[src/rtl/lcdfe_pkg.sv]
// ----------------------------------------------------------------------------
// lcdfe_pkg
// Shared types and byte codes for the LCD command frame encoder.
// ----------------------------------------------------------------------------
package lcdfe_pkg;

  localparam int FrameBytes = 11;
  localparam int CountW     = $clog2(FrameBytes + 1);
  localparam int QueueDepth = 2;
  localparam int QPtrW      = $clog2(QueueDepth);
  localparam int QCntW      = $clog2(QueueDepth + 1);

  typedef enum logic [2:0] {
    OP_CLEAR     = 3'd0,
    OP_GOTO      = 3'd1,
    OP_TEXT      = 3'd2,
    OP_DEFCHAR   = 3'd3,
    OP_CONTRAST  = 3'd4,
    OP_BACKLIGHT = 3'd5,
    OP_GPO       = 3'd6
  } op_t;

  localparam logic [1:0] ProtoBasic = 2'd1;
  localparam logic [1:0] ProtoExt   = 2'd2;

  localparam logic [7:0] ByteEsc     = 8'hFE;
  localparam logic [7:0] ByteFormFd  = 8'h0C;
  localparam logic [7:0] CmdClear    = 8'h58;
  localparam logic [7:0] CmdGoto     = 8'h47;
  localparam logic [7:0] CmdDefChar  = 8'h4E;
  localparam logic [7:0] CmdContrast = 8'h50;
  localparam logic [7:0] CmdBlOn     = 8'h42;
  localparam logic [7:0] CmdBlOff    = 8'h46;
  localparam logic [7:0] CmdGpoOn    = 8'h57;
  localparam logic [7:0] CmdGpoOff   = 8'h56;
  localparam logic [7:0] CmdGpoPwm   = 8'hC0;
  localparam logic [7:0] LevelFull   = 8'd255;

  // One classified request: the bytes of its frame, ready to shift out.
  typedef struct packed {
    logic [FrameBytes-1:0][7:0] bytes;
    logic [CountW-1:0]          count;       // 1..FrameBytes
    logic                       byte_valid;  // 0 for an answer-only result
    logic [7:0]                 level;
  } frame_t;

endpackage

[src/rtl/lcd_command_frame_encoder.sv]
// ----------------------------------------------------------------------------
// lcd_command_frame_encoder
// Encodes display commands into serial byte frames, last byte marked.
// ----------------------------------------------------------------------------
//  channel | handshake           | payload
//  --------+---------------------+---------------------------------------------
//  in      | in_valid / in_stall | operation row column text_byte char_code
//          |                     | pattern value gpo_index
//  out     | out_valid/out_stall | out_byte byte_valid last level
//  cfg     | cfg_we              | cfg_wdata (protocol)
//
//  A frame of n bytes (1..11) leaves one byte per cycle while out_stall is low,
//  from the back serializer; that serializer sets the sustained rate.
//  A request is taken every cycle while the two-entry frame queue has room.
//  First byte reaches out_valid through the queue entry, then the output register.
//  Reset: protocol 1, contrast and backlight 0, queue and output empty.
//  out_stall holds the output register; in_stall rises when the queue is full.
// ----------------------------------------------------------------------------
module lcd_command_frame_encoder (
  input  logic               clk,
  input  logic               rst,
  input  logic               in_valid,
  output logic               in_stall,
  input  logic [2:0]         operation,
  input  logic [7:0]         row,
  input  logic [7:0]         column,
  input  logic [7:0]         text_byte,
  input  logic [7:0]         char_code,
  input  logic [63:0]        pattern,
  input  logic signed [15:0] value,
  input  logic [2:0]         gpo_index,
  input  logic               cfg_we,
  input  logic [1:0]         cfg_wdata,
  output logic               out_valid,
  input  logic               out_stall,
  output logic [7:0]         out_byte,
  output logic               byte_valid,
  output logic               last,
  output logic [7:0]         level
);

  lcdfe_pkg::frame_t push_frame;
  lcdfe_pkg::frame_t head;
  logic              push;
  logic              pop;
  logic              q_empty;
  logic              q_full;

  lcdfe_front u_front (
    .clk       (clk),
    .rst       (rst),
    .in_valid  (in_valid),
    .in_stall  (in_stall),
    .operation (operation),
    .row       (row),
    .column    (column),
    .text_byte (text_byte),
    .char_code (char_code),
    .pattern   (pattern),
    .value     (value),
    .gpo_index (gpo_index),
    .cfg_we    (cfg_we),
    .cfg_wdata (cfg_wdata),
    .q_full    (q_full),
    .push      (push),
    .frame     (push_frame)
  );

  lcdfe_queue u_queue (
    .clk        (clk),
    .rst        (rst),
    .push       (push),
    .push_frame (push_frame),
    .pop        (pop),
    .head       (head),
    .empty      (q_empty),
    .full       (q_full)
  );

  lcdfe_back u_back (
    .clk        (clk),
    .rst        (rst),
    .head       (head),
    .q_empty    (q_empty),
    .pop        (pop),
    .out_valid  (out_valid),
    .out_stall  (out_stall),
    .out_byte   (out_byte),
    .byte_valid (byte_valid),
    .last       (last),
    .level      (level)
  );

endmodule

[src/rtl/lcdfe_front.sv]
// ----------------------------------------------------------------------------
// lcdfe_front
// Accepts requests, keeps protocol and levels, and builds the byte frame.
// ----------------------------------------------------------------------------
module lcdfe_front (
  input  logic                  clk,
  input  logic                  rst,
  input  logic                  in_valid,
  output logic                  in_stall,
  input  logic [2:0]            operation,
  input  logic [7:0]            row,
  input  logic [7:0]            column,
  input  logic [7:0]            text_byte,
  input  logic [7:0]            char_code,
  input  logic [63:0]           pattern,
  input  logic signed [15:0]    value,
  input  logic [2:0]            gpo_index,
  input  logic                  cfg_we,
  input  logic [1:0]            cfg_wdata,
  input  logic                  q_full,
  output logic                  push,
  output lcdfe_pkg::frame_t     frame
);

  logic [1:0] protocol;
  logic [7:0] contrast_level;
  logic [7:0] backlight_level;
  logic [7:0] contrast_next;
  logic [7:0] backlight_next;
  logic       accept;
  logic       has_frame;
  logic       is_query;
  logic       val_neg;
  logic       val_zero;
  logic [7:0] clamped;
  logic [7:0] gpo_num;

  assign in_stall = q_full;
  assign accept   = in_valid && !q_full;
  assign push     = accept && has_frame;

  assign val_neg  = value[15];
  assign val_zero = (value == 16'sd0);
  assign is_query = (value == -16'sd1);
  assign gpo_num  = {5'd0, gpo_index} + 8'd1;

  always_comb begin
    if (val_neg) begin
      clamped = 8'd0;
    end else if (value[14:8] != 7'd0) begin
      clamped = lcdfe_pkg::LevelFull;
    end else begin
      clamped = value[7:0];
    end
  end

  always_comb begin
    frame          = '0;
    frame.byte_valid = 1'b1;
    has_frame      = 1'b1;
    contrast_next  = contrast_level;
    backlight_next = backlight_level;
    case (lcdfe_pkg::op_t'(operation))
      lcdfe_pkg::OP_CLEAR: begin
        if (protocol == lcdfe_pkg::ProtoBasic) begin
          frame.bytes[0] = lcdfe_pkg::ByteFormFd;
          frame.count    = lcdfe_pkg::CountW'(1);
        end else if (protocol == lcdfe_pkg::ProtoExt) begin
          frame.bytes[0] = lcdfe_pkg::ByteEsc;
          frame.bytes[1] = lcdfe_pkg::CmdClear;
          frame.count    = lcdfe_pkg::CountW'(2);
        end else begin
          has_frame = 1'b0;
        end
      end
      lcdfe_pkg::OP_GOTO: begin
        frame.bytes[0] = lcdfe_pkg::ByteEsc;
        frame.bytes[1] = lcdfe_pkg::CmdGoto;
        frame.bytes[2] = column + 8'd1;
        frame.bytes[3] = row + 8'd1;
        frame.count    = lcdfe_pkg::CountW'(4);
      end
      lcdfe_pkg::OP_TEXT: begin
        frame.bytes[0] = text_byte;
        frame.count    = lcdfe_pkg::CountW'(1);
      end
      lcdfe_pkg::OP_DEFCHAR: begin
        frame.bytes[0] = lcdfe_pkg::ByteEsc;
        frame.bytes[1] = lcdfe_pkg::CmdDefChar;
        frame.bytes[2] = char_code;
        for (int i = 0; i < 8; i++) begin
          frame.bytes[3+i] = {3'd0, pattern[8*i +: 5]};
        end
        frame.count    = lcdfe_pkg::CountW'(lcdfe_pkg::FrameBytes);
      end
      lcdfe_pkg::OP_CONTRAST: begin
        frame.count = lcdfe_pkg::CountW'(1);
        if (is_query) begin
          frame.byte_valid = 1'b0;
          frame.level      = contrast_level;
        end else begin
          contrast_next  = clamped;
          frame.bytes[0] = lcdfe_pkg::ByteEsc;
          frame.bytes[1] = lcdfe_pkg::CmdContrast;
          frame.bytes[2] = clamped;
          frame.count    = lcdfe_pkg::CountW'(3);
          frame.level    = clamped;
        end
      end
      lcdfe_pkg::OP_BACKLIGHT: begin
        frame.count = lcdfe_pkg::CountW'(1);
        if (is_query) begin
          frame.byte_valid = 1'b0;
          frame.level      = backlight_level;
        end else begin
          backlight_next = clamped;
          frame.bytes[0] = lcdfe_pkg::ByteEsc;
          frame.level    = clamped;
          if (clamped == 8'd0) begin
            frame.bytes[1] = lcdfe_pkg::CmdBlOff;
            frame.count    = lcdfe_pkg::CountW'(2);
          end else begin
            frame.bytes[1] = lcdfe_pkg::CmdBlOn;
            frame.bytes[2] = clamped;
            frame.count    = lcdfe_pkg::CountW'(3);
          end
        end
      end
      lcdfe_pkg::OP_GPO: begin
        // default: answer-only, level 0
        frame.count      = lcdfe_pkg::CountW'(1);
        frame.byte_valid = 1'b0;
        if (protocol == lcdfe_pkg::ProtoBasic && gpo_index == 3'd0) begin
          frame.byte_valid = 1'b1;
          frame.bytes[0]   = lcdfe_pkg::ByteEsc;
          frame.count      = lcdfe_pkg::CountW'(2);
          if (!val_neg && !val_zero) begin
            frame.bytes[1] = lcdfe_pkg::CmdGpoOn;
            frame.level    = 8'd1;
          end else begin
            frame.bytes[1] = lcdfe_pkg::CmdGpoOff;
          end
        end else if (protocol == lcdfe_pkg::ProtoExt) begin
          frame.byte_valid = 1'b1;
          frame.bytes[0]   = lcdfe_pkg::ByteEsc;
          frame.bytes[2]   = gpo_num;
          frame.count      = lcdfe_pkg::CountW'(3);
          if (val_neg || val_zero) begin
            frame.bytes[1] = lcdfe_pkg::CmdGpoOff;
          end else if (clamped == lcdfe_pkg::LevelFull) begin
            frame.bytes[1] = lcdfe_pkg::CmdGpoOn;
            frame.level    = lcdfe_pkg::LevelFull;
          end else begin
            frame.bytes[1] = lcdfe_pkg::CmdGpoPwm;
            frame.bytes[3] = clamped;
            frame.count    = lcdfe_pkg::CountW'(4);
            frame.level    = clamped;
          end
        end
      end
      default: begin
        has_frame = 1'b0;
      end
    endcase
  end

  always_ff @(posedge clk) begin
    if (rst) begin
      protocol        <= lcdfe_pkg::ProtoBasic;
      contrast_level  <= 8'd0;
      backlight_level <= 8'd0;
    end else begin
      if (cfg_we) begin
        protocol <= cfg_wdata;
      end
      if (accept) begin
        contrast_level  <= contrast_next;
        backlight_level <= backlight_next;
      end
    end
  end

endmodule

[src/rtl/lcdfe_queue.sv]
// ----------------------------------------------------------------------------
// lcdfe_queue
// Two-entry frame queue between the front and the back.
// ----------------------------------------------------------------------------
module lcdfe_queue (
  input  logic               clk,
  input  logic               rst,
  input  logic               push,
  input  lcdfe_pkg::frame_t  push_frame,
  input  logic               pop,
  output lcdfe_pkg::frame_t  head,
  output logic               empty,
  output logic               full
);

  lcdfe_pkg::frame_t                 entries [lcdfe_pkg::QueueDepth];
  logic [lcdfe_pkg::QPtrW-1:0]       wr_ptr;
  logic [lcdfe_pkg::QPtrW-1:0]       rd_ptr;
  logic [lcdfe_pkg::QCntW-1:0]       count;

  assign empty = (count == '0);
  assign full  = (count == lcdfe_pkg::QCntW'(lcdfe_pkg::QueueDepth));
  assign head  = entries[rd_ptr];

  always_ff @(posedge clk) begin
    if (push) begin
      entries[wr_ptr] <= push_frame;
    end
  end

  always_ff @(posedge clk) begin
    if (rst) begin
      wr_ptr <= '0;
      rd_ptr <= '0;
      count  <= '0;
    end else begin
      if (push) begin
        wr_ptr <= wr_ptr + 1'b1;
      end
      if (pop) begin
        rd_ptr <= rd_ptr + 1'b1;
      end
      case ({push, pop})
        2'b10:   count <= count + 1'b1;
        2'b01:   count <= count - 1'b1;
        default: count <= count;
      endcase
    end
  end

  a_no_overflow: assert property (@(posedge clk) disable iff (rst) !(push && full))
    else $error("queue written while full");
  a_no_underflow: assert property (@(posedge clk) disable iff (rst) !(pop && empty))
    else $error("queue read while empty");
  a_count_range: assert property (@(posedge clk) disable iff (rst)
      count <= lcdfe_pkg::QCntW'(lcdfe_pkg::QueueDepth))
    else $error("queue count out of range");

endmodule

[src/rtl/lcdfe_back.sv]
// ----------------------------------------------------------------------------
// lcdfe_back
// Shifts the queued frame out one byte per cycle, unless out_stall holds the output, into the output register.
// ----------------------------------------------------------------------------
module lcdfe_back (
  input  logic               clk,
  input  logic               rst,
  input  lcdfe_pkg::frame_t  head,
  input  logic               q_empty,
  output logic               pop,
  output logic               out_valid,
  input  logic               out_stall,
  output logic [7:0]         out_byte,
  output logic               byte_valid,
  output logic               last,
  output logic [7:0]         level
);

  logic [lcdfe_pkg::CountW-1:0] idx;
  logic                         load;
  logic                         at_end;

  assign load   = (!out_valid || !out_stall) && !q_empty;
  assign at_end = (idx == head.count - 1'b1);
  assign pop    = load && at_end;

  always_ff @(posedge clk) begin
    if (rst) begin
      out_valid <= 1'b0;
      idx       <= '0;
    end else begin
      if (!out_valid || !out_stall) begin
        out_valid <= !q_empty;
      end
      if (load) begin
        idx <= at_end ? '0 : idx + 1'b1;
      end
    end
  end

  always_ff @(posedge clk) begin
    if (load) begin
      out_byte   <= head.bytes[idx];
      byte_valid <= head.byte_valid;
      last       <= at_end;
      level      <= head.level;
    end
  end

  a_idx_in_frame: assert property (@(posedge clk) disable iff (rst)
      !q_empty |-> idx < head.count)
    else $error("byte index past frame end");
  a_idx_idle: assert property (@(posedge clk) disable iff (rst) q_empty |-> idx == '0)
    else $error("byte index not reset between frames");
  a_out_after_load: assert property (@(posedge clk) disable iff (rst)
      load |=> out_valid)
    else $error("loaded byte not presented");

endmodule
[config.mk]
export PLATFORM = sky130hd
export DESIGN_NAME = lcd_command_frame_encoder
export DESIGN_NICKNAME = d
export VERILOG_FILES = /design/src/rtl/lcdfe_pkg.sv /design/src/rtl/lcd_command_frame_encoder.sv /design/src/rtl/lcdfe_front.sv /design/src/rtl/lcdfe_queue.sv /design/src/rtl/lcdfe_back.sv
export SDC_FILE = /design/constraint.sdc
export NUM_CORES = 1
export LEC_CHECK = 0
export ABC_AREA = 1
export BUFFER_PORTS_ARGS = -buffer_cell sky130_fd_sc_hd__buf_2
export CORE_UTILIZATION = 55
export CTS_CLUSTER_DIAMETER = 150
export DETAILED_ROUTE_END_ITERATION = 6
export PLACE_DENSITY = 0.76
export SYNTH_ARGS = -nofsm -noshare
export SYNTH_HDL_FRONTEND = slang
export SYNTH_HIERARCHICAL = 1
export SYNTH_SLANG_ARGS = --single-unit
[constraint.sdc]
create_clock -name clk -period 15.4 [get_ports clk]
set_input_delay 1.54 -clock clk [delete_from_list [all_inputs] [get_ports clk]]
set_output_delay 1.54 -clock clk [all_outputs]
set_load 0.05 [all_outputs]
# Word level (Yosys, flattened, before mapping)
# Memories as Yosys holds them, arrays and structs flattened. A register that Yosys moved wholly into a read port is not among the register bits.
# Cells that the tools add are included.
[word_totals]
regBits = 45
mem_bits_rw = 196
in_bits = 125
out_inout_bits = 20
word_cells = 104
memories = 1
[op_classes]
addsub = 9
order_cmp = 1
eq_ne = 14
n_mux = 43
n_reduce_logical = 24
[memory_table]
columns = ["name", "depth", "width", "rd", "rd_ports_with_merged_regs", "write_ports", "line", "text"]
rows = [
  ["u_queue.entries", 2, 98, 1, 1, 1, "lcdfe_queue.sv:16", "lcdfe_pkg::frame_t entries [lcdfe_pkg::QueueDepth];"],
]
[op_table]
columns = ["operator", "n"]
rows = [
  ["2-to-1 mux 8 bit", 13],
  ["case mux 12 bit (7 select lines)", 1],
  ["2-to-1 mux 28 bit", 2],
  ["2-to-1 mux 53 bit", 1],
  ["case mux 8 bit (6 select lines)", 1],
  ["2-to-1 mux 45 bit", 1],
  ["case mux 8 bit (5 select lines)", 1],
  ["binary-select mux 8 bit (select 4 bit)", 1],
  ["2-to-1 mux 29 bit", 1],
  ["case mux 9 bit (3 select lines)", 1],
  ["case mux 8 bit (3 select lines)", 1],
  ["2-to-1 mux 19 bit", 1],
  ["adder 8 x 1 -> 8 bit (second input constant)", 2],
  ["equality test 16 x 1 -> 1 bit (second input constant)", 1],
  ["logical NOT 16 bit", 1],
  ["2-to-1 mux 16 bit", 1],
  ["2-to-1 mux 12 bit", 1],
  ["2-to-1 mux 1 bit", 10],
  ["equality test 3 bit (second input constant)", 3],
  ["equality test 8 bit (second input constant)", 1],
  ["logical NOT 8 bit", 1],
  ["2-to-1 mux 4 bit", 2],
  ["nonzero test 7 bit", 1],
  ["equality test 2 bit (second input constant)", 3],
  ["22 further kinds", 39],
]

# Logic depth before layout (Yosys ltp)
[depth]
ltp_word = 9
mapped_depth = 17
ltp_nobuf = 15

# Hierarchy
# The synthesis kept the hierarchy.
[modules_own_cells]
columns = ["module", "instances", "cells_each", "area_per_inst_um2"]
rows = [
  ["lcdfe_queue", 1, 347, 7962.6],
  ["lcdfe_front", 1, 481, 2648.8],
  ["lcdfe_back", 1, 250, 1742.9],
]

# Worst setup path before layout
# No wires, ideal clock.
[synth_path]
kind = "in2reg"
startpoint = "input in_valid"
endpoint = "memory u_queue/entries[0][0] (netlist bit), enable pin"
arrival_ns = 6.413
t_required_ns = 14.839
slack_ns = 8.426
stages = 6
path_buffers = 0
cell_sequence = "inv_1 > nor2_1 > o21ai_0 > a21oi_1 > inv_1 > nor2_1"
[synth_between]
elab_chain_cells = 4
[synth_lines]
columns = ["item", "line", "text"]
rows = [
  ["start, declared", "lcd_command_frame_encoder.sv:22", "input logic in_valid,"],
  ["logical AND 1 bit", "lcdfe_front.sv:39", "assign accept = in_valid && !q_full;"],
  ["logical AND 1 bit", "lcdfe_front.sv:40", "assign push = accept && has_frame;"],
  ["named net push", "lcd_command_frame_encoder.sv:44", "logic push;"],
  ["2-to-1 mux 1 bit", "lcdfe_queue.sv:26", "if (push) begin"],
  ["2-to-1 mux 1 bit (not written as such)", "lcdfe_queue.sv:27", "entries[wr_ptr] <= push_frame;"],
  ["end, declared", "lcdfe_queue.sv:16", ""],
]
# The timed path passes the listed nets, and every way through them passes these cells.

# Worst setup path after layout
[layout_path]
startpoint = "input in_valid"
endpoint = "memory u_queue/entries[1][48] (netlist bit), enable pin"
# Same word-level chain as after synthesis.

==> impl_metrics.toml <==
[status]
status = "completed"

[clock_tree]
cts_tree = "built"
cts_root_buffer = "clkbuf_16"
htree_num_levels = 1
post_cts_buffers = 0
cts_made_buffers = 26
worstSkewPairLatency_ps = 520
postCtsHoldBufs = 0
cts.sinks = 248
cts_resized = 0
path_clk_slew_ps = 60
clockBufferDepth = 3

[logic_synthesis]
yosys.area.top_type = "edfxtp_1"
ys_warn_count = 6
synthCells = 1078
async_flop_share_pct = 0
synth.avg_cell_area_um2 = 11.5
synthTopCellsByArea = "edfxtp_1 (53%), mux2_4 (11%), nand2_1 (4.9%), dfxtp_1 (4.5%), nor2_1 (3.9%)"
synth_top_area_share_pct = 53.5
ys_types = 51
synth_edf_count = 220
yosysMostFrequentCell = "edfxtp_1"
synth_area_um2 = 12400
synth-main-ff-cell = "edfxtp_1"
synth-seq-cells = 248
synth_common_cells = "edfxtp_1 (220), nand2_1 (161), nor2_1 (128)"
yosysSeqAreaShare_pct = 58.0

[worst_setup_path]
rrSetupSlack_ps = 11880
end_kind = "flip-flop"
worst_ep_arrival_time_ps = 4270
setup.worst_path.class = "in2reg"
r2r-start = "u_queue/count[0]"
worstPathRequired_ps = 15540
worst_setup_path_start_kind = "primary input"
startpoint = "in_valid"
regToRegEndpoint = "u_queue/entries[1][48]"
ff2ff_path_depth = 7
crit_fanout = 74
crit_end = "u_queue/entries[1][48]"

[detailed_routing]
drtIter0Drc = 509
viasPerCell = 5.40
routedWlPerCell_um = 17.2
routed_wirelength_mm = 25.6
drcViolationCount = 0
dr.pass1.iters = 5
dr_total_vias = 8054
drtAntennaViolNets = 0

[sta]
fmax_ghz = 0.242
maxSlewViolCount = 0
tightest_slew_ps = 1040
finalSetupViolations = 0
fin_hold_ws_ps = 501
skew_ps = 10.2
setup_tns_ps = 0
hold_viol = 0
period_needed_ps = 4130
layout_setup_ws_ps = 11270
relSlewSlack_pct = 30.7
rsz0062_at_grt = "false"
finalCritPeriodShare_pct = 26.8

[die]
placementRows = 54
core_area_um2 = 21900
die_w_um = 152
io_pins = 145
start_util_pct = 56.4
die_area_um2 = 23100
die_h_um = 152

[cells_and_area]
drive_gt1_share_pct = 25.9
layout.nets = 1326
area_growth_pct = 11.5
fin_area_um2 = 13800
n_antenna_cell = 0

[placed_design]
place_ws_ps = 10720
io_buffers = 120
hpwl_mm = 16.9
globalplace.congestion = 0.926
placed_area_um2 = 12900

[global_route]
grt_antenna_before_repair = 0
grt_overflow_total = 0
grt_max_degree = 75
grt_pass1_vias = 7990
grt_pass1_wl_mm = 40.3
track_usage_pct = 21.9

[pwr]
peakVddDrop_uv = 72.4
fin_total_pwr_mw = 1.76
p_per_area_nw_per_um2 = 128
p_leak_nw = 5.70

[flow_run]
maxCapViolCount = 0

[min_path]
min_path_type = "reg2reg"
-- critical path, cell delays in order --
cell and delay (ps):
buf_2 80, inv_1 30, nor2_1 500, o21ai_0 190, a21oi_1 430, nand2_1 150, clkinv_2 400, buf_4 870
-- area by class of cell --
cell class / instances / area, µm²
Clock buffer: 32 / 683
Clock inverter: 16 / 224
Fill cell: 1726 / 8120
Inverter: 134 / 514
Multi-Input combinational cell: 656 / 4180
Sequential cell: 248 / 7170
Tap cell: 280 / 350
Timing Repair Buffer: 126 / 646
-- through the flow --
stage | cells | util, %
after floorplan | 1099 | -
after global placement | 1444 | 58.8
after detailed placement | 1444 | 58.8
after CTS | 1492 | 62.9
after global routing | 1492 | 62.9
final | 1492 | 62.9
-- layer usage --
metal / vias to the layer above / wire length, µm / global-route usage, %
li1: 3883 / - / -
met1: 3837 / 10600 / 27.8
met2: 280 / 13000 / 38.6
met3: 54 / 1360 / 3.05
met4: 0 / 656 / 6.67
met5: - / 0 / 0
-- flip-flops by register name, summed over array words and instances (netlist names), 2 cells and up, named ones only --
register / flops
u_front/backlight_level: 8
u_queue/count: 2
u_back/idx: 4
u_back/out_byte: 8
u_front/protocol: 2
u_front/contrast_level: 8
u_queue/entries: 202
u_back/level: 8
-- placed cells by master, fill, tap and decap left out, types with 5 or more instances in the layout --
master | Yosys | final
a21oi_1 | 33 | 33
mux2_4 | 90 | 90
nor2_4 | 4 | 5
clkbuf_16 | 0 | 26
bufinv_16 | 0 | 5
nand2_2 | 7 | 7
o21ai_1 | 10 | 10
nor2_1 | 128 | 127
o211ai_1 | 8 | 8
inv_1 | 121 | 120
dfxtp_1 | 28 | 27
ha_1 | 9 | 9
nand3_1 | 33 | 33
mux2_2 | 11 | 11
conb_1 | 1 | 22
clkbuf_1 | 5 | 5
o21ai_0 | 71 | 71
clkinv_2 | 0 | 7
nor2_2 | 5 | 5
buf_4 | 25 | 6
edfxtp_1 | 220 | 220
buf_2 | 8 | 120
a211oi_1 | 5 | 5
nand4_1 | 21 | 21
nand2_1 | 161 | 161
inv_2 | 10 | 10
-- how the worst min path moves through the flow --
| stage | from | slack [ps] | end | cells after the start |
|---|---|---|---|---|
| 2_1_floorplan | u_front/protocol[0] | 460 | u_front/protocol[0] | 2 |
| 3_3_place_gp | u_front/protocol[0] | 480 | u_front/protocol[0] | 2 |
| 3_5_place_dp | u_front/protocol[0] | 490 | u_front/protocol[0] | 2 |
| 4_1_cts | u_front/protocol[0] | 510 | u_front/protocol[0] | 2 |
| 5_1_grt | u_front/protocol[0] | 530 | u_front/protocol[0] | 2 |
| 6_report | u_front/protocol[0] | 500 | u_front/protocol[0] | 2 |
-- report_power, final --
| group | internal (mW) | switching (mW) | total, mW |
|---|---|---|---|
| clock network | 0.401 | 0.253 | 0.654 |
| logic | 0.101 | 0.189 | 0.289 |
| registers | 0.798 | 0.0238 | 0.822 |
| total | 1.30 | 0.465 | 1.76 |
-- kinds of logic after synthesis --
logic type	synth area share (%)
AND/OR/NAND/NOR	13.4
multiplexers	11.9
AO/OA/AOI/OAI	6.48
buffers and inverters	8.82
XOR/XNOR	0.425
flip-flops	58.0
other	0.0304
adder cells (fa/ha/maj)	0.912
Note: power is estimated with default switching activity, not from simulation.
